==> src/rtl/core/bed_pkg.sv <==
`timescale 1ns / 1ps
// ----------------------------------------------------------------------------
// bed_pkg
// Shared types and constants for the backslash escape decoder.
// ----------------------------------------------------------------------------
package bed_pkg;

  // Most result bytes one item can cause
  localparam int unsigned MaxResults = 3;
  localparam int unsigned CntW       = $clog2(MaxResults + 1);
  localparam int unsigned IdxW       = $clog2(MaxResults);

  // Default depth of the job queue between front and back
  localparam int unsigned QueueDepthDefault = 4;

  // Configuration register indexes
  localparam int unsigned CfgIdxW = 2;
  localparam logic [CfgIdxW-1:0] CfgEscapesOn = 2'd0;
  localparam logic [CfgIdxW-1:0] CfgNoNewline = 2'd1;

  // Command codes of the input item
  localparam logic CmdChar   = 1'b0;
  localparam logic CmdArgEnd = 1'b1;

  // Byte constants
  localparam logic [7:0] ChBslash  = 8'h5C;
  localparam logic [7:0] ChLowX    = 8'h78;
  localparam logic [7:0] ChSpace   = 8'h20;
  localparam logic [7:0] ChNewline = 8'd10;
  localparam logic [7:0] ChBell    = 8'd7;
  localparam logic [7:0] ChBack    = 8'd8;
  localparam logic [7:0] ChEsc     = 8'd27;
  localparam logic [7:0] ChFeed    = 8'd12;
  localparam logic [7:0] ChCr      = 8'd13;
  localparam logic [7:0] ChTab     = 8'd9;
  localparam logic [7:0] ChVtab    = 8'd11;

  // Escape parser state, one-hot
  typedef enum logic [3:0] {
    ModeNormal = 4'b0001,
    ModeBslash = 4'b0010,
    ModeHex0   = 4'b0100,
    ModeHex1   = 4'b1000
  } parse_mode_e;

  typedef struct packed {
    logic       cmd;
    logic [7:0] ch;
    logic       final_arg;
  } in_item_t;

  typedef struct packed {
    logic [7:0] out_byte;
    logic       last;
  } out_item_t;

  typedef struct packed {
    logic escapes_on;
    logic no_newline;
  } cfg_t;

  // One classified item: its result bytes in order and how many there are
  typedef struct packed {
    logic [MaxResults-1:0][7:0] bytes;
    logic [CntW-1:0]            cnt;
  } job_t;

  // Head of the job queue as seen by the back end
  typedef struct packed {
    logic valid;
    job_t job;
  } queue_head_t;

endpackage

==> src/rtl/core/bed_front.sv <==
`timescale 1ns / 1ps
// ----------------------------------------------------------------------------
// bed_front
// Accepts items, tracks escape parse state and turns each item into a job
// of zero to three result bytes.
// ----------------------------------------------------------------------------
module bed_front import bed_pkg::*; (
  input  logic     clk_i,
  input  logic     rst_ni,
  input  cfg_t     cfg_i,
  input  logic     in_valid_i,
  input  in_item_t in_item_i,
  output logic     in_stall_o,
  input  logic     q_full_i,
  output logic     push_o,
  output job_t     job_o
);

  parse_mode_e mode_q, mode_d;
  logic [3:0]  hex_q, hex_d;
  logic        stop_q, stop_d;
  logic        accept;
  logic [4:0]  hv;
  logic        hv_bad;
  logic [7:0]  term;
  job_t        job;

  // Hex digit value, bit 4 set for a non-hex character
  always_comb begin
    hv = 5'h10;
    if (in_item_i.ch >= "0" && in_item_i.ch <= "9") begin
      hv = {1'b0, 4'(in_item_i.ch - "0")};
    end else if (in_item_i.ch >= "a" && in_item_i.ch <= "f") begin
      hv = {1'b0, 4'(in_item_i.ch - "a" + 8'd10)};
    end else if (in_item_i.ch >= "A" && in_item_i.ch <= "F") begin
      hv = {1'b0, 4'(in_item_i.ch - "A" + 8'd10)};
    end
  end
  assign hv_bad = hv[4];

  assign term = (!cfg_i.no_newline && in_item_i.final_arg) ? ChNewline : ChSpace;

  // Classify the item and work out the next parse state
  always_comb begin
    job    = '0;
    mode_d = mode_q;
    hex_d  = hex_q;
    stop_d = stop_q;
    if (in_item_i.cmd == CmdChar) begin
      if (stop_q) begin
        mode_d = ModeNormal;
        hex_d  = '0;
      end else if (!cfg_i.escapes_on) begin
        mode_d       = ModeNormal;
        hex_d        = '0;
        job.bytes[0] = in_item_i.ch;
        job.cnt      = CntW'(1);
      end else begin
        unique case (mode_q)
          ModeNormal: begin
            if (in_item_i.ch == ChBslash) begin
              mode_d = ModeBslash;
            end else begin
              job.bytes[0] = in_item_i.ch;
              job.cnt      = CntW'(1);
            end
          end
          ModeBslash: begin
            mode_d  = ModeNormal;
            job.cnt = CntW'(1);
            unique case (in_item_i.ch)
              ChBslash: job.bytes[0] = ChBslash;
              "a":      job.bytes[0] = ChBell;
              "b":      job.bytes[0] = ChBack;
              "e":      job.bytes[0] = ChEsc;
              "f":      job.bytes[0] = ChFeed;
              "n":      job.bytes[0] = ChNewline;
              "r":      job.bytes[0] = ChCr;
              "t":      job.bytes[0] = ChTab;
              "v":      job.bytes[0] = ChVtab;
              "c": begin
                stop_d  = 1'b1;
                job.cnt = '0;
              end
              "0":      job.cnt = '0;
              ChLowX: begin
                mode_d  = ModeHex0;
                job.cnt = '0;
              end
              default: begin
                // unknown escape echoes backslash and the character
                job.bytes[0] = ChBslash;
                job.bytes[1] = in_item_i.ch;
                job.cnt      = CntW'(2);
              end
            endcase
          end
          ModeHex0: begin
            if (hv_bad) begin
              job.bytes[0] = ChBslash;
              job.bytes[1] = ChLowX;
              job.bytes[2] = in_item_i.ch;
              job.cnt      = CntW'(3);
              mode_d       = ModeNormal;
            end else begin
              hex_d  = hv[3:0];
              mode_d = ModeHex1;
            end
          end
          ModeHex1: begin
            if (hv_bad) begin
              job.bytes[0] = {4'h0, hex_q};
              job.bytes[1] = in_item_i.ch;
              job.cnt      = CntW'(2);
            end else begin
              job.bytes[0] = {hex_q, hv[3:0]};
              job.cnt      = CntW'(1);
            end
            hex_d  = '0;
            mode_d = ModeNormal;
          end
          default: begin
            mode_d = ModeNormal;
            hex_d  = '0;
          end
        endcase
      end
    end else begin
      // end of argument: flush a pending backslash or single hex digit, then the separator
      if (!stop_q) begin
        if (mode_q == ModeBslash) begin
          job.bytes[0] = ChBslash;
          job.bytes[1] = term;
          job.cnt      = CntW'(2);
        end else if (mode_q == ModeHex1) begin
          job.bytes[0] = {4'h0, hex_q};
          job.bytes[1] = term;
          job.cnt      = CntW'(2);
        end else begin
          job.bytes[0] = term;
          job.cnt      = CntW'(1);
        end
      end
      mode_d = ModeNormal;
      hex_d  = '0;
      if (in_item_i.final_arg) begin
        stop_d = 1'b0;
      end
    end
  end

  assign in_stall_o = q_full_i;
  assign accept     = in_valid_i && !q_full_i;
  assign push_o     = accept && (job.cnt != '0);
  assign job_o      = job;

  // Parse state registers
  always_ff @(posedge clk_i or negedge rst_ni) begin
    if (!rst_ni) begin
      mode_q <= ModeNormal;
      hex_q  <= '0;
      stop_q <= 1'b0;
    end else if (accept) begin
      mode_q <= mode_d;
      hex_q  <= hex_d;
      stop_q <= stop_d;
    end
  end

endmodule

==> src/rtl/core/bed_queue.sv <==
`timescale 1ns / 1ps
// ----------------------------------------------------------------------------
// bed_queue
// Short job queue that decouples the front end from the back end.
// ----------------------------------------------------------------------------
module bed_queue import bed_pkg::*; #(
  parameter int unsigned Depth = QueueDepthDefault
) (
  input  logic        clk_i,
  input  logic        rst_ni,
  input  logic        push_i,
  input  job_t        job_i,
  output logic        full_o,
  input  logic        pop_i,
  output queue_head_t head_o
);

  localparam int unsigned PtrW = (Depth > 1) ? $clog2(Depth) : 1;
  localparam int unsigned CntQW = $clog2(Depth + 1);

  job_t             mem_q [Depth];
  logic [PtrW-1:0]  wr_ptr_q, wr_ptr_d;
  logic [PtrW-1:0]  rd_ptr_q, rd_ptr_d;
  logic [CntQW-1:0] cnt_q, cnt_d;

  assign full_o      = (cnt_q == CntQW'(Depth));
  assign head_o.valid = (cnt_q != '0);
  assign head_o.job   = mem_q[rd_ptr_q];

  // Pointer and fill count update
  always_comb begin
    wr_ptr_d = wr_ptr_q;
    rd_ptr_d = rd_ptr_q;
    cnt_d    = cnt_q;
    if (push_i) begin
      wr_ptr_d = (wr_ptr_q == PtrW'(Depth - 1)) ? '0 : wr_ptr_q + PtrW'(1);
    end
    if (pop_i) begin
      rd_ptr_d = (rd_ptr_q == PtrW'(Depth - 1)) ? '0 : rd_ptr_q + PtrW'(1);
    end
    if (push_i && !pop_i) begin
      cnt_d = cnt_q + CntQW'(1);
    end else if (pop_i && !push_i) begin
      cnt_d = cnt_q - CntQW'(1);
    end
  end

  always_ff @(posedge clk_i or negedge rst_ni) begin
    if (!rst_ni) begin
      wr_ptr_q <= '0;
      rd_ptr_q <= '0;
      cnt_q    <= '0;
    end else begin
      wr_ptr_q <= wr_ptr_d;
      rd_ptr_q <= rd_ptr_d;
      cnt_q    <= cnt_d;
    end
  end

  // Job storage
  always_ff @(posedge clk_i) begin
    if (push_i) begin
      mem_q[wr_ptr_q] <= job_i;
    end
  end

endmodule

==> src/rtl/core/bed_back.sv <==
`timescale 1ns / 1ps
// ----------------------------------------------------------------------------
// bed_back
// Walks the head job byte by byte into the output register, marking the
// final byte of each item.
// ----------------------------------------------------------------------------
module bed_back import bed_pkg::*; (
  input  logic        clk_i,
  input  logic        rst_ni,
  input  queue_head_t head_i,
  output logic        pop_o,
  output logic        out_valid_o,
  output out_item_t   out_item_o,
  input  logic        out_stall_i
);

  logic [IdxW-1:0] idx_q, idx_d;
  logic            out_valid_q, out_valid_d;
  out_item_t       out_q;
  logic            load;
  logic            is_last;

  // Load a byte when the output register is free or being taken
  assign load    = head_i.valid && (!out_valid_q || !out_stall_i);
  assign is_last = (CntW'(idx_q) == head_i.job.cnt - CntW'(1));
  assign pop_o   = load && is_last;

  always_comb begin
    idx_d       = idx_q;
    out_valid_d = out_valid_q;
    if (load) begin
      idx_d       = is_last ? '0 : idx_q + IdxW'(1);
      out_valid_d = 1'b1;
    end else if (!out_stall_i) begin
      out_valid_d = 1'b0;
    end
  end

  always_ff @(posedge clk_i or negedge rst_ni) begin
    if (!rst_ni) begin
      idx_q       <= '0;
      out_valid_q <= 1'b0;
    end else begin
      idx_q       <= idx_d;
      out_valid_q <= out_valid_d;
    end
  end

  // Output payload
  always_ff @(posedge clk_i) begin
    if (load) begin
      out_q.out_byte <= head_i.job.bytes[idx_q];
      out_q.last     <= is_last;
    end
  end

  assign out_valid_o = out_valid_q;
  assign out_item_o  = out_q;

endmodule

==> src/rtl/core/backslash_escape_decoder.sv <==
`timescale 1ns / 1ps
// The first result byte of an item passes through the job queue and then the
//   output register; further bytes of the same item follow one per cycle while the output does not stall.
// Throughput: one item per cycle while items yield at most one byte; the
//   output register moves one byte per cycle, so an item with several bytes holds
//   the back end until all its bytes are out, with QueueDepth jobs buffered in between.
// Reset: asynchronous, active low; clears parse state, queue and config.
// ----------------------------------------------------------------------------
// backslash_escape_decoder
// Echo-style escape decoder: front end parses, queue buffers jobs, back end
// serializes result bytes.
// ----------------------------------------------------------------------------
module backslash_escape_decoder import bed_pkg::*; #(
  parameter int unsigned QueueDepth = QueueDepthDefault
) (
  input  logic               clk_i,
  input  logic               rst_ni,
  input  logic               in_valid_i,
  input  in_item_t           in_item_i,
  output logic               in_stall_o,
  output logic               out_valid_o,
  output out_item_t          out_item_o,
  input  logic               out_stall_i,
  input  logic               cfg_valid_i,
  output logic               cfg_ready_o,
  input  logic [CfgIdxW-1:0] cfg_index_i,
  input  logic               cfg_data_i
);

  cfg_t        cfg_q;
  logic        q_full;
  logic        push;
  job_t        job;
  logic        pop;
  queue_head_t head;

  // Configuration registers
  assign cfg_ready_o = 1'b1;

  always_ff @(posedge clk_i or negedge rst_ni) begin
    if (!rst_ni) begin
      cfg_q <= '0;
    end else if (cfg_valid_i && cfg_ready_o) begin
      if (cfg_index_i == CfgEscapesOn) begin
        cfg_q.escapes_on <= cfg_data_i;
      end else if (cfg_index_i == CfgNoNewline) begin
        cfg_q.no_newline <= cfg_data_i;
      end
    end
  end

  bed_front u_front (
    .clk_i      (clk_i),
    .rst_ni     (rst_ni),
    .cfg_i      (cfg_q),
    .in_valid_i (in_valid_i),
    .in_item_i  (in_item_i),
    .in_stall_o (in_stall_o),
    .q_full_i   (q_full),
    .push_o     (push),
    .job_o      (job)
  );

  bed_queue #(
    .Depth (QueueDepth)
  ) u_queue (
    .clk_i  (clk_i),
    .rst_ni (rst_ni),
    .push_i (push),
    .job_i  (job),
    .full_o (q_full),
    .pop_i  (pop),
    .head_o (head)
  );

  bed_back u_back (
    .clk_i       (clk_i),
    .rst_ni      (rst_ni),
    .head_i      (head),
    .pop_o       (pop),
    .out_valid_o (out_valid_o),
    .out_item_o  (out_item_o),
    .out_stall_i (out_stall_i)
  );

  // Checks
  a_no_push_when_full: assert property (@(posedge clk_i) disable iff (!rst_ni)
    push |-> !q_full) else $error("job pushed into full queue");

  a_job_not_empty: assert property (@(posedge clk_i) disable iff (!rst_ni)
    push |-> (job.cnt != '0) && (job.cnt <= CntW'(MaxResults)))
    else $error("pushed job has bad byte count");

  a_pop_needs_head: assert property (@(posedge clk_i) disable iff (!rst_ni)
    pop |-> head.valid) else $error("pop from empty queue");

  a_pop_marks_last: assert property (@(posedge clk_i) disable iff (!rst_ni)
    pop |=> out_valid_o && out_item_o.last)
    else $error("finished job did not end with a last byte");

endmodule

==> config.mk <==
export PLATFORM = sky130hd
export DESIGN_NAME = backslash_escape_decoder
export DESIGN_NICKNAME = d
export VERILOG_FILES = /design/src/rtl/core/bed_pkg.sv /design/src/rtl/core/bed_front.sv /design/src/rtl/core/bed_queue.sv /design/src/rtl/core/bed_back.sv /design/src/rtl/core/backslash_escape_decoder.sv
export SDC_FILE = /design/constraint.sdc
export NUM_CORES = 1
export LEC_CHECK = 0
export BUFFER_PORTS_ARGS = -buffer_cell sky130_fd_sc_hd__buf_2
export CAP_MARGIN = 20
export CORE_AREA = 10 10 133 123
export CTS_CLUSTER_SIZE = 25
export DETAILED_ROUTE_END_ITERATION = 6
export DIE_AREA = 0 0 143 133
export GPL_TIMING_DRIVEN = 0
export PLACE_DENSITY = 0.67
export SYNTH_ARGS = -nofsm -noshare
export SYNTH_HDL_FRONTEND = slang
export SYNTH_HIERARCHICAL = 1
export SYNTH_SLANG_ARGS = --single-unit
==> constraint.sdc <==
create_clock -name clk_i -period 4.6 [get_ports clk_i]
set_input_delay 0 -clock clk_i [delete_from_list [all_inputs] [get_ports clk_i]]
set_output_delay 0 -clock clk_i [all_outputs]
set_load 0.01 [all_outputs]
Word level (Yosys, flattened, before mapping):

Memories as Yosys holds them, arrays and structs flattened.
Index checks and enable logic that the tools add are counted.

* add/sub/neg operators: 11
* muxes and demuxes: 52
* reduce and logical (&&, ||, !) cells: 30
* magnitude comparators: 7
* equality and inequality tests: 26
* bitwise logic cells: 1

Operators with widths (count)
* $eq 8x7->1 const B: 11
* $pmux 7 s9: 1
* $mux 18: 3
* $mux 26: 2
* $mux 8: 6
* $mux 10: 4
* $pmux 10 s4: 1
* $mux 4: 9
* $pmux 8 s3: 1
* $bmux 8 s2: 1
* $ge 8x7->1 const B: 2
* $le 8x7->1 const B: 2
* $mux 16: 1
* $mux 5: 3
* $pmux 4 s3: 1
* $reduce_or 12->1: 1
* $sub 4x1->4 const B: 3
* $logic_and 1x1->1: 10
* $mux 1: 10
* $mux 3: 3
* $reduce_or 9->1: 1
* $add 4x4->4 const B: 2
* $eq 8x6->1 const B: 1
* $ge 8x6->1 const B: 1
* 33 further kinds: 47

* bits in writable memories: 104
* memories: 1
* input port bits: 18
* register bits: 30
* output and inout port bits: 12

Memory list
* u_queue.mem_q: depth 4, bits a word 26, rd ports 1, clocked after Yosys merged registers in 0, wr ports 1, RTL line bed_queue.sv:21 `job_t mem_q [Depth];`

Logic depth before layout (Yosys ltp):

Gate-level depths: netlist of the first run.

* depth in word-level cells: 16
* mapped depth: 15
* mapped depth without buffers: 14

Cells and area by module:

The synthesis of the first run kept the hierarchy.

Modules (own cells, without submodules)
* bed_queue: seq. area each 3298.2 um2, area an instance 4219.0 um2, times used 1, cells each 173
* bed_front: seq. area each 226.5 um2, area an instance 1789.2 um2, times used 1, cells each 254
* bed_back: seq. area each 345.3 um2, area an instance 633.1 um2, times used 1, cells each 55
* backslash_escape_decoder: seq. area each 50.0 um2, area an instance 107.6 um2, times used 1, cells each 8

Least setup slack after synthesis of the first run:

No wires, ideal clock.

* path kind: register -> register
* start point: register u_front.mode_q[0]
* end point: register u_queue.cnt_q[2]
* clock period less this slack: 3.224 ns
* library setup time: 0.079 ns
* arrival time: 3.145 ns
* setup slack: 1.376 ns
* cell stages (with the launch flop): 13
* cells stage by stage: dfstp_2 > buf_2 > or4b_1 > o21ai_0 > nand2_1 > o21bai_1 > a41oi_1 > ha_1 > inv_1 > fa_1 > xor2_1 > nor2_1 > xor2_1

* cells in the longest elaborated chain, start to end: 10
* elaborated cells on any way between the ends: 18
* classes of those cells: 4 x eq/ne; 8 x mux; 6 x reduce/logical

RTL lines
* from (decl): RTL line bed_front.sv:19 `parse_mode_e mode_q, mode_d;`
* from (signal assigned): RTL line bed_front.sv:160 `mode_q <= ModeNormal;`
* from (signal assigned): RTL line bed_front.sv:164 `mode_q <= mode_d;`
* $eq 4x4->1, or another cell as far along: RTL line bed_front.sv:59, bed_front.sv:135
* $pmux 10 s4 or $mux 10 (tied branches): RTL line bed_front.sv:59, bed_front.sv:135
* $mux 10 or $mux 18 (tied branches): RTL line bed_front.sv:53, bed_front.sv:131
* $mux 26 or $mux 18 (tied branches): RTL line bed_front.sv:50, bed_front.sv:130
* $mux 18 *: RTL line bed_front.sv:49 `if (in_item_i.cmd == CmdChar) begin`
* $reduce_bool 2->1 *: RTL line bed_front.sv:154 `assign push_o = accept && (job.cnt != '0);`
* $logic_and 1x1->1 *: RTL line bed_front.sv:154
* via push: RTL line backslash_escape_decoder.sv:32 `logic push;`
* $logic_not 1->1: RTL line bed_queue.sv:43 `end else if (pop_i && !push_i) begin`
* $logic_and 1x1->1: RTL line bed_queue.sv:43
* $reduce_bool 2->1 (no source line)
* to (signal assigned): RTL line bed_queue.sv:56 `cnt_q <= cnt_d;`
* to (decl): RTL line bed_queue.sv:24 `logic [CntQW-1:0] cnt_q, cnt_d;`

Mark *: on every way through the listed nets, which the timed path passes. The rest lies on a longest branch.
A chain may end at the register's enable or synchronous reset.

Worst setup path in the final report of the first run:

* start point: register u_front.mode_q[3]
* end point: memory u_queue/mem_q[2][21] (netlist name) (enable)

* cells in the longest elaborated chain, start to end: 9
* elaborated cells on any way between the ends: 15
* classes of those cells: 4 x eq/ne; 9 x mux; 2 x reduce/logical

RTL lines
* $eq 4x4->1, or another cell as far along: RTL line bed_front.sv:59, bed_front.sv:135
* $pmux 10 s4 or $mux 10 (tied branches): RTL line bed_front.sv:59, bed_front.sv:135
* $mux 10 or $mux 18 (tied branches): RTL line bed_front.sv:53, bed_front.sv:131
* $mux 26 or $mux 18 (tied branches): RTL line bed_front.sv:50, bed_front.sv:130
* $mux 18 *: RTL line bed_front.sv:49
* $reduce_bool 2->1 *: RTL line bed_front.sv:154
* $logic_and 1x1->1 *: RTL line bed_front.sv:154
* via push: RTL line backslash_escape_decoder.sv:32
* $mux 1 *: RTL line bed_queue.sv:62 `if (push_i) begin`
* $mux 1 (implied by the code) *: RTL line bed_queue.sv:63 `mem_q[wr_ptr_q] <= job_i;`
* to (decl): RTL line bed_queue.sv:21

Marks and branches as above.

==> results of run 1 <==
[worst max-delay path, delay by kind of cell, from the launching register on]
kind	cells	cell delay (ps)
flip-flops	1	400
AND/OR/NAND/NOR	3	1640
buffers and inverters	2	490
AO/OA/AOI/OAI	3	1040
[state kept, by name (all words and copies together), names as in the netlist]
signal              flops
u_back/out_item_o       9
u_queue/mem_q         104
cfg_q                   2
u_front/stop_q          1
u_queue/wr_ptr_q        2
u_queue/cnt_q           3
u_back/idx_q            2
u_front/mode_q          4
u_queue/rd_ptr_q        2
u_front/hex_q           4
u_back/out_valid_o      1
[worst paths after layout]
path	start	cells past startpoint	endpoint	slack, ps
setup reg to reg	u_front/mode_q[3]$_DFFE_PN0P_	8	u_queue/mem_q[2][21]$_DFFE_PP_	730
hold / removal	in_valid_i	4	u_front/mode_q[0]$_DFFE_PN1P_	60
hold reg to reg	u_queue/cnt_q[2]$_DFFE_PN0P_	1	u_queue/cnt_q[2]$_DFFE_PN0P_	490
min in group asynchronous	rst_ni	2	u_queue/cnt_q[0]$_DFFE_PN0P_	90
setup / recovery	u_front/mode_q[3]$_DFFE_PN0P_	8	u_queue/mem_q[2][21]$_DFFE_PP_	730
max in group asynchronous	rst_ni	2	u_front/mode_q[0]$_DFFE_PN1P_	4160
[layout make-up]
class                   instances  share of cell area [%]
plain buffers                  30                    2.45
flip-flops and latches        134                    50.1
clock buffers                  19                    5.53
clock inverters                13                    1.98
repair buffers                 38                    3.42
well taps                     172                    2.75
multi-input cells             314                    33.2
inverters                      12                   0.576
[power by group through the flow]
stage,clock network [mW],registers [mW],logic (mW)
floorplan,0,1.75,0.910
global placement,0,1.73,1.25
detailed placement,0,1.75,1.29
CTS,1.35,1.72,1.30
global route,1.42,1.74,1.40
finish,1.33,1.72,1.28
[kinds of logic (layout without fill, tap and decap cells)]
| group | Yosys count | count (layout) | share of synthesized area, % |
|---|---|---|---|
| other | 1 | 1 | 0.0556 |
| flip-flops | 134 | 134 | 58.1 |
| buffers and inverters | 42 | 112 | 3.50 |
| AO/OA/AOI/OAI | 101 | 101 | 10.5 |
| XOR/XNOR | 7 | 7 | 1.02 |
| AND/OR/NAND/NOR | 146 | 146 | 12.1 |
| multiplexers | 48 | 48 | 12.6 |
| adder cells (fa/ha/maj) | 11 | 11 | 2.15 |
[layer usage]
metal	up-vias	share of wire (%)
li1	2030	-
met1	2269	45
met2	147	48
met3	20	5.0
met4	0	1.5
met5	-	0
[through the flow]
| step | worst slack (ps) | util [%] | hold slack, ps | std cells |
|---|---|---|---|---|
| 6_report | 734 | 57.1 | 58.0 | 732 |
| 5_1_grt | 463 | 57.1 | 99.5 | 732 |
| 4_1_cts | 811 | 57.1 | 41.2 | 732 |
| 3_5_place_dp | 677 | 52.2 | 4.24 | 691 |
| 3_3_place_gp | 336 | 51.8 | -6.20 | 689 |
| 2_1_floorplan | 1380 | - | -296 | 490 |
[cells in the final DEF (no fill, tap or decap), drive strengths merged, types with 3 or more instances in the layout]
cell         synthesis  layout
clkinv               0       7
bufinv               0       3
buf                 21      50
a211oi               8       8
dfrtp               20      20
nor3b                3       3
o22ai                7       7
nor2                19      19
o211ai               5       5
mux4                26      26
a21o                 3       3
nor3                11      11
mux2i               13      13
o31ai                5       5
xor2                 5       5
a31oi                4       4
nand2b              11      11
ha                  10      10
dlygate4sd3          0       9
a21oi               15      15
nand3b               4       4
or3                  3       3
edfxtp             113     113
nand3                9       9
o21ai               27      27
nor4b                3       3
clkbuf               9      28
nand2               44      44
inv                 12      13
and2                 9       9
mux2                 9       9
nor2b               10      10
and3                 8       8
==> results.toml, run 1 <==
[outcome]
status = "finished clean"

[yosys]
synth_cells = 490
yosysTopAreaCell = "edfxtp_1"
synthArstFlopShare_pct = 15.7
synth_nets = 519
yosysSeqAreaShare_pct = 58.1
synth_area_leaders = "edfxtp_1 50%, dfrtp_1 7.4%, mux4_2 6.0%"
synth_common_cells = "113 x edfxtp_1, 43 x nand2_1, 25 x o21ai_0"
mappedNetlistArea_mm2 = 0.00675
synth_ff_type = "edfxtp_1"
yosysTopAreaCellShare_pct = 50.3
ys_ff_latch = 134
yosys_warnings = 6
synth.avg_cell_area_um2 = 13.8
synthDistinctLibCells = 78
synth_most_common_cell = "edfxtp_1"
synth_edf_count = 113

[timing]
setup_violations = 0
fmaxAchievable_mhz = 259
period_minus_slack_ps = 3870
tightest_slew_ps = 934
final.setup_skew_ps = 8.87
setup_tns_ps = 0
slew-limit-headroom_pct = 37.6
grt_setup_unrepaired = "false"
finalCritPeriodShare_pct = 84.0
final_max_slew_viol_count = 0
hold_viol = 0

[power_and_ir_drop]
ir_worst_vdd_mv = 0.240
p_per_area_mw_per_mm2 = 554
clockPowerShare_pct = 30.8
seqPwrFrac_pct = 39.7
power.leakage_nw = 2.88
power_mw = 4.33
pwr-share-comb_pct = 29.5
power_switching_mw = 1.26
internal-power_mw = 3.07
switching_share_pct = 29.2

[grt]
grt_antenna_before_repair = 0
grt_pass1_wl_mm = 24.4
grt_pass1_vias = 4463
grt.overflow.total = 0
grt_usage_pct = 16.6
use_met3_pct = 3.61
top_usage_layer = "met2"
grt_use_met2_pct = 26.4
grt_use_met1_pct = 22.0
grt_max_degree = 27

[floorplan]
dieArea_mm2 = 0.0190
rows = 41
ios = 30
start_util_pct = 49.3
fp.dieH_um = 133
die_x_um = 143
core-area_mm2 = 0.0137

[layout]
n_antenna_cell = 0
fillerInstances = 1080
drive_above_1_share_pct = 22.1
nNetsFinal = 576
ff_latch_area_mm2 = 0.00392
area_delta_synth_final_pct = 15.9
multi_input_area_mm2 = 0.00259
postLayoutCellArea_mm2 = 0.00782

[cts]
clk_latency_ps = 410
cts_sinks = 134
clkSlewWorstSetupHoldPaths_ps = 50
cts_buffer_depth = 2
root_buffer = "clkbuf_16"
cts-buffers-inserted = 17
cts_setup_buffers = 0
cts_tree = "done"
cts_resized = 0
htreeDepth = 4
ctsHoldBuffers = 9

[critical_path]
critPathLaunchType = "flop"
cp_slowest_cell = "nor4b_2"
cp_cell_sequence = "buf_2 -> nor4b_2 -> nand3_1 -> o31ai_1 -> o21bai_1 -> a41oi_1 -> and2_1 -> buf_8"
cp_max_fo = 14
worst_path_largest_cell_delay_ps = 760
critical_path_class = "reg -> reg"
cp.required_ps = 4710
cp-end-kind = "flop"
arrival_ps = 3980

[placement]
io_buffers = 27
post-dp-hpwl_mm = 10.7
place.gp.congestion = 0.950
place_area_mm2 = 0.00714

[route]
vias = 4466
drc = 0
ant_nets = 0
first_pass_iters = 6
drt_iter0_drc = 374
routed_wl_mm = 15.3
wl_per_cell_um = 21.0
viasPerCell = 6.10

[worst_hold_path]
hold_path.class = "in -> reg"

[job]
cap_violations = 0
Power figures use the tool's default switching activity.
==> run 2: changes to the inputs <==
- clock period: 4.6 -> 3.65 ns (I/O delays scaled with it)
==> run 2 against run 1 <==
Against the previous run:
- register-to-register slack worse by 460 ps
- core utilization grew 0.24 points
- highest routed layer unchanged
- largest cell class unchanged
- combinational power up 27%
- sequential power up 26%
- largest power group unchanged
==> results.toml, run 2 (synthesis gave the netlist of run 1 again) <==
[critical_path]
critPathLaunchType = "flop"
cp_max_fo = 15
critical_path_class = "reg -> reg"
cp-end-kind = "flop"
arrival_ps = 3490
cp.required_ps = 3770

[layout]
drive_above_1_share_pct = 22.8
largest_reg_flops = 104
n_antenna_cell = 0
area_delta_synth_final_pct = 16.4
final_core_util_pct = 57.3
final_common_cell = "edfxtp_1"
fillerInstances = 1077
regMostFlops = "u_queue/mem_q"
final_cell_mix = "113 x edfxtp_1, 43 x nand2_1, 40 x buf_2, 25 x o21ai_0, 20 x dfrtp_1"
nNetsFinal = 578

[timing]
setup_violations = 0
final_max_slew_viol_count = 0
tightest_slew_ps = 966
hold_viol = 0
grt_setup_unrepaired = "false"
finalCritPeriodShare_pct = 92.4
period_minus_slack_ps = 3370
slew-limit-headroom_pct = 35.5
final.setup_skew_ps = 10.4
holdWs_ps = 58.5
fmaxAchievable_mhz = 297

[worst_hold_path]
hold_path.class = "in -> reg"

[route]
drc = 0
drt_iter0_drc = 418
first_pass_iters = 5
vias = 4442
viasPerCell = 6.05
dr_wl_met2_mm = 7.36
ant_nets = 0
met1_length_mm = 6.87
wl_per_cell_um = 20.8
met3_length_um = 791
top_layer = "met4"
routed_wl_mm = 15.2

[power_and_ir_drop]
ir_worst_vdd_mv = 0.280
power.leakage_nw = 2.89
p_per_area_mw_per_mm2 = 696

[grt]
grt_max_degree = 27
grt.overflow.total = 0
grt_usage_pct = 16.6
grt_antenna_before_repair = 0
grt_pass1_wl_mm = 24.3
grt_pass1_vias = 4461

[placement]
post-dp-hpwl_mm = 10.7
place.gp.congestion = 0.950
io_buffers = 27

[floorplan]
rows = 41
core-area_mm2 = 0.0137
ios = 30
start_util_pct = 49.3
die_x_um = 143
dieArea_mm2 = 0.0190
fp.dieH_um = 133

[cts]
cts_buffer_depth = 2
cts_sinks = 134
root_buffer = "clkbuf_16"
cts-buffers-inserted = 17
htreeDepth = 4
cts_tree = "done"
clk_latency_ps = 410
clkSlewWorstSetupHoldPaths_ps = 50

[job]
cap_violations = 0

[outcome]
status = "finished clean"
-- run 2: path summary, 6_finish.rpt --
| check | depth (start not counted) | startpoint | slack (ps) | end |
|---|---|---|---|---|
| hold / removal | 4 | in_valid_i | 60 | u_front/mode_q[0]$_DFFE_PN1P_ |
| hold reg to reg | 1 | u_queue/cnt_q[2]$_DFFE_PN0P_ | 490 | u_queue/cnt_q[2]$_DFFE_PN0P_ |
| setup / recovery | 8 | u_front/mode_q[0]$_DFFE_PN1P_ | 280 | u_queue/mem_q[3][3]$_DFFE_PP_ |
| min in group asynchronous | 2 | rst_ni | 90 | u_queue/cnt_q[2]$_DFFE_PN0P_ |
| setup reg to reg | 8 | u_front/mode_q[0]$_DFFE_PN1P_ | 280 | u_queue/mem_q[3][3]$_DFFE_PP_ |
| max in group asynchronous | 2 | rst_ni | 3200 | u_front/mode_q[0]$_DFFE_PN1P_ |
-- run 2: per-stage QoR --
stage | worst slack (ps) | total power, mW | TNS [ps] | instance area, um2 | cells
2_1_floorplan | 426 | 3.35 | 0 | 6750 | 490
3_3_place_gp | -614 | 3.76 | -60990 | 7100 | 689
3_5_place_dp | -273 | 3.82 | -15950 | 7140 | 691
4_1_cts | 166 | 5.52 | 0 | 7840 | 732
5_1_grt | 127 | 5.76 | 0 | 7860 | 734
6_report | 277 | 5.47 | 0 | 7860 | 734
-- run 2: report_power, final --
| part | total, mW | internal (mW) | switching, mW |
|---|---|---|---|
| Clock | 1.68 | 1.07 | 0.610 |
| Combinational | 1.62 | 0.748 | 0.877 |
| Sequential | 2.17 | 2.06 | 0.109 |
| Total | 5.47 | 3.87 | 1.60 |
-- run 2: critical path: stages, from the launching register on --
cell      delay, ps
dfstp_2         570
buf_2           230
or4b_1          520
o21ai_0         100
nand2_1         130
o21bai_1        300
a41oi_2         300
and2_1          670
buf_16          230
-- run 2: final cells by class --
class | count | area, um2 | area share [%]
inverters | 12 | 45.0 | 0.573
multi-input cells | 314 | 2610 | 33.3
clock buffers | 19 | 433 | 5.51
flip-flops and latches | 134 | 3920 | 49.9
clock inverters | 13 | 155 | 1.98
plain buffers | 30 | 191 | 2.44
well taps | 172 | 215 | 2.74
repair buffers | 40 | 283 | 3.60
-- run 2: repair_timing --
| item | 4_1_cts | 5_1_grt |
|---|---|---|
| setup endpoints to repair | 55 | 16 |
| buffers inserted | 0 | 2 |
| pin swaps | 0 | 1 |
| hold buffers | 9 | 0 |
| hold endpoints to repair | 25 | 0 |
| gates cloned | 0 | 0 |
| gates resized for setup | 3 | 0 |
-- run 2: routing by layer --
metal / GRT usage [%] / vias to the layer above
met5: 0 / -
met4: 5.84 / 0
met3: 3.61 / 18
met2: 26.2 / 153
met1: 21.9 / 2238
li1: - / 2033
==> run 3: changes to the inputs <==
- CORE_AREA: 10 10 133 123 -> 10 10 130 120
- DIE_AREA: 0 0 143 133 -> 0 0 140 130
- SYNTH_HIERARCHICAL: 1 -> not set
==> run 3 against run 2 <==
Against the previous run:
- register-to-register slack barely moved
- core utilization up 0.57 points
- global-route usage increased by 1.2 points
- critical path type unchanged
- combinational power about the same
- sequential power is essentially flat
- synthesized area decreased by 5.0%
- hold slack worse by 13 ps
==> results.toml, run 3 <==
[yosys]
yosys-mux-area-fraction_pct = 12.2
synth_nets = 490
synth_edf_count = 113
synth_most_common_cell = "edfxtp_1"
synth.avg_cell_area_um2 = 13.9
synthArstFlopShare_pct = 15.7
synth-simple-area-share_pct = 10.1
synth_top_family_by_area = "multiplexers"
synthAdderAreaFrac_pct = 2.26
yosys_warnings = 0
synth_common_cells = "113 x edfxtp_1, 28 x nor2_1, 26 x mux4_2, 26 x nand2_1, 23 x a21oi_1"
synthXorXnorAreaFrac_pct = 1.09
synth_area_leaders = "edfxtp_1 53%, mux4_2 9.1%, dfrtp_1 7.8%"
synthDistinctLibCells = 65
synth_compound_gate_area_share_pct = 10.5
synth_cells = 461
yosysTopAreaCellShare_pct = 52.9
mappedNetlistArea_mm2 = 0.00641
synth_ff_type = "edfxtp_1"
yosysSeqAreaShare_pct = 61.2
yosysTopAreaCell = "edfxtp_1"
ys_ff_latch = 134

[outcome]
status = "finished clean"

[route]
drt_iter0_drc = 501
routed_wl_mm = 15.5
wl_per_cell_um = 22.1
first_pass_iters = 5
ant_nets = 0
vias = 4205
viasPerCell = 6.01
drc = 0

[grt]
grt_usage_pct = 17.7
grt_max_degree = 22
grt_pass1_vias = 4338
grt_pass1_wl_mm = 24.5
grt_antenna_before_repair = 0
grt.overflow.total = 0

[timing]
period_minus_slack_ps = 3370
finalWorstSetupSlack_ps = 284
tightest_slew_ps = 1060
slew-limit-headroom_pct = 28.6
setup_violations = 0
final.setup_skew_ps = 8.00
grt_setup_unrepaired = "false"
fmaxAchievable_mhz = 297
finalCritPeriodShare_pct = 92.2
hold_viol = 0
final_max_slew_viol_count = 0

[critical_path]
r2r_cells = 11
cp_max_fo = 8
arrival_ps = 3700
cp_cell_sequence = "clkbuf_1 -> nor4b_1 -> nand3_1 -> o21ai_2 -> o21a_4 -> ha_1 -> inv_1 -> fa_1 -> xor2_1 -> nor2_1 -> xor2_1"
worst_path_largest_cell_delay_ps = 930
critPathTopFamily = "simple AND/OR/NAND/NOR gates"
cp.required_ps = 3980
critical_path_class = "reg -> reg"
cp-end-kind = "flop"
rr_endpoint = "u_queue.cnt_q[2]$_DFFE_PN0P_"
critPathLaunchType = "flop"
reg2reg_from = "u_front.mode_q[3]$_DFFE_PN0P_"
rrSetupSlack_ps = 280
cp_common_cell = "xor2_1"
crit_buf_inv = 2
cp_slowest_cell = "nor4b_1"

[power_and_ir_drop]
ir_worst_vdd_mv = 0.344
power.leakage_nw = 2.71
p_per_area_mw_per_mm2 = 721

[placement]
io_buffers = 28
dp_cells = 662
place.gp.congestion = 0.935
post-dp-hpwl_mm = 11.0
place_ws_ps = -117

[layout]
largest_reg_flops = 104
fin_cells = 700
drive_above_1_share_pct = 20.3
regMostFlops = "u_queue.mem_q"
final_cell_mix = "113 x edfxtp_1, 30 x buf_2, 28 x nor2_1, 26 x mux4_2, 26 x nand2_1"
nNetsFinal = 549
final_common_cell = "edfxtp_1"
area_delta_synth_final_pct = 17.6
n_antenna_cell = 0

[worst_hold_path]
hold_path_depth = 3
hold_end = "u_front.mode_q[1]$_DFFE_PN0P_"
hold_path.class = "in -> reg"
hp-start = "in_valid_i"

[floorplan]
fp.dieH_um = 130
ios = 30
dieArea_mm2 = 0.0182
core-area_mm2 = 0.0130
die_x_um = 140
rows = 40
start_util_pct = 49.3

[cts]
cts_sinks = 134
cts_tree = "done"
clkSlewWorstSetupHoldPaths_ps = 60
cts_setup_buffers = 0
cts-buffers-inserted = 17
clk_latency_ps = 410
cts_buffer_depth = 2
root_buffer = "clkbuf_16"
htreeDepth = 4

[job]
cap_violations = 0
## run 3: how the worst max path moves through the flow
stage | startpoint | end | depth (start not counted)
after floorplan | u_front.mode_q[3]$_DFFE_PN0P_ | u_queue.mem_q[3][0]$_DFFE_PP_ | 9
after global placement | u_front.mode_q[3]$_DFFE_PN0P_ | u_queue.mem_q[1][24]$_DFFE_PP_ | 8
after detailed placement | u_front.mode_q[3]$_DFFE_PN0P_ | u_queue.mem_q[2][22]$_DFFE_PP_ | 10
after CTS | u_front.mode_q[3]$_DFFE_PN0P_ | u_queue.cnt_q[2]$_DFFE_PN0P_ | 14
after global routing | u_front.mode_q[3]$_DFFE_PN0P_ | u_queue.cnt_q[2]$_DFFE_PN0P_ | 11
final | u_front.mode_q[3]$_DFFE_PN0P_ | u_queue.cnt_q[2]$_DFFE_PN0P_ | 11
## run 3: routing by layer
layer  wire, um  up-vias  part of all wire [%]  GRT usage (%)
met5          0        -                     0              0
met4        321        0                   2.1           8.13
met3        924       24                   6.0           3.81
met2       7640      159                    49           28.4
met1       6570     2099                    42           22.7
li1           -     1923                     -              -
## run 3: report_power, final
group,internal (mW),switching (mW)
clock,0.996,0.627
combinational,0.731,0.900
sequential,2.07,0.110
total,3.80,1.64
## run 3: worst register-to-register path, stage by stage (launching register included)
cell and delay [ps]:
dfrtp_1 350, clkbuf_1 190, nor4b_1 930, nand3_1 190, o21ai_2 310, o21a_4 220
ha_1 200, inv_1 70, fa_1 370, xor2_1 150, nor2_1 140, xor2_1 160
## run 3: per-stage QoR
stage,TNS [ps],util (%),area (um2),power (mW),hold slack (ps)
4_1_cts,0,57.9,7540,5.51,39.7
2_1_floorplan,0,-,6410,3.29,-296
3_3_place_gp,-44210,52.0,6760,3.73,-5.22
3_5_place_dp,-2240,52.9,6880,3.87,-9.12
5_1_grt,0,57.9,7540,5.71,80.6
6_report,0,57.9,7540,5.43,45.0
## run 3: area by class of cell
class / instances / area (um2)
fillers: 1071 / 5480
flip-flops and latches: 134 / 3920
multi-input cells: 284 / 2340
clock buffers: 18 / 429
repair buffers: 42 / 348
well taps: 168 / 210
clock inverters: 13 / 131
plain buffers: 23 / 92.6
inverters: 18 / 67.6
## run 3: timing repair
action                     4_1_cts  5_1_grt
setup endpoints to repair       67       53
gates resized for setup          4        2
hold endpoints to repair        26        0
hold buffers                     9        0
cloned                           0        0
## run 3: cell families (layout without fill, tap and decap cells)
family | count (synthesis) | in the layout
XOR/XNOR | 8 | 8
AO/OA/AOI/OAI | 97 | 97
flip-flops | 134 | 134
buffers and inverters | 43 | 114
other | 1 | 1
multiplexers | 44 | 44
adder cells (fa/ha/maj) | 11 | 11
AND/OR/NAND/NOR | 123 | 123
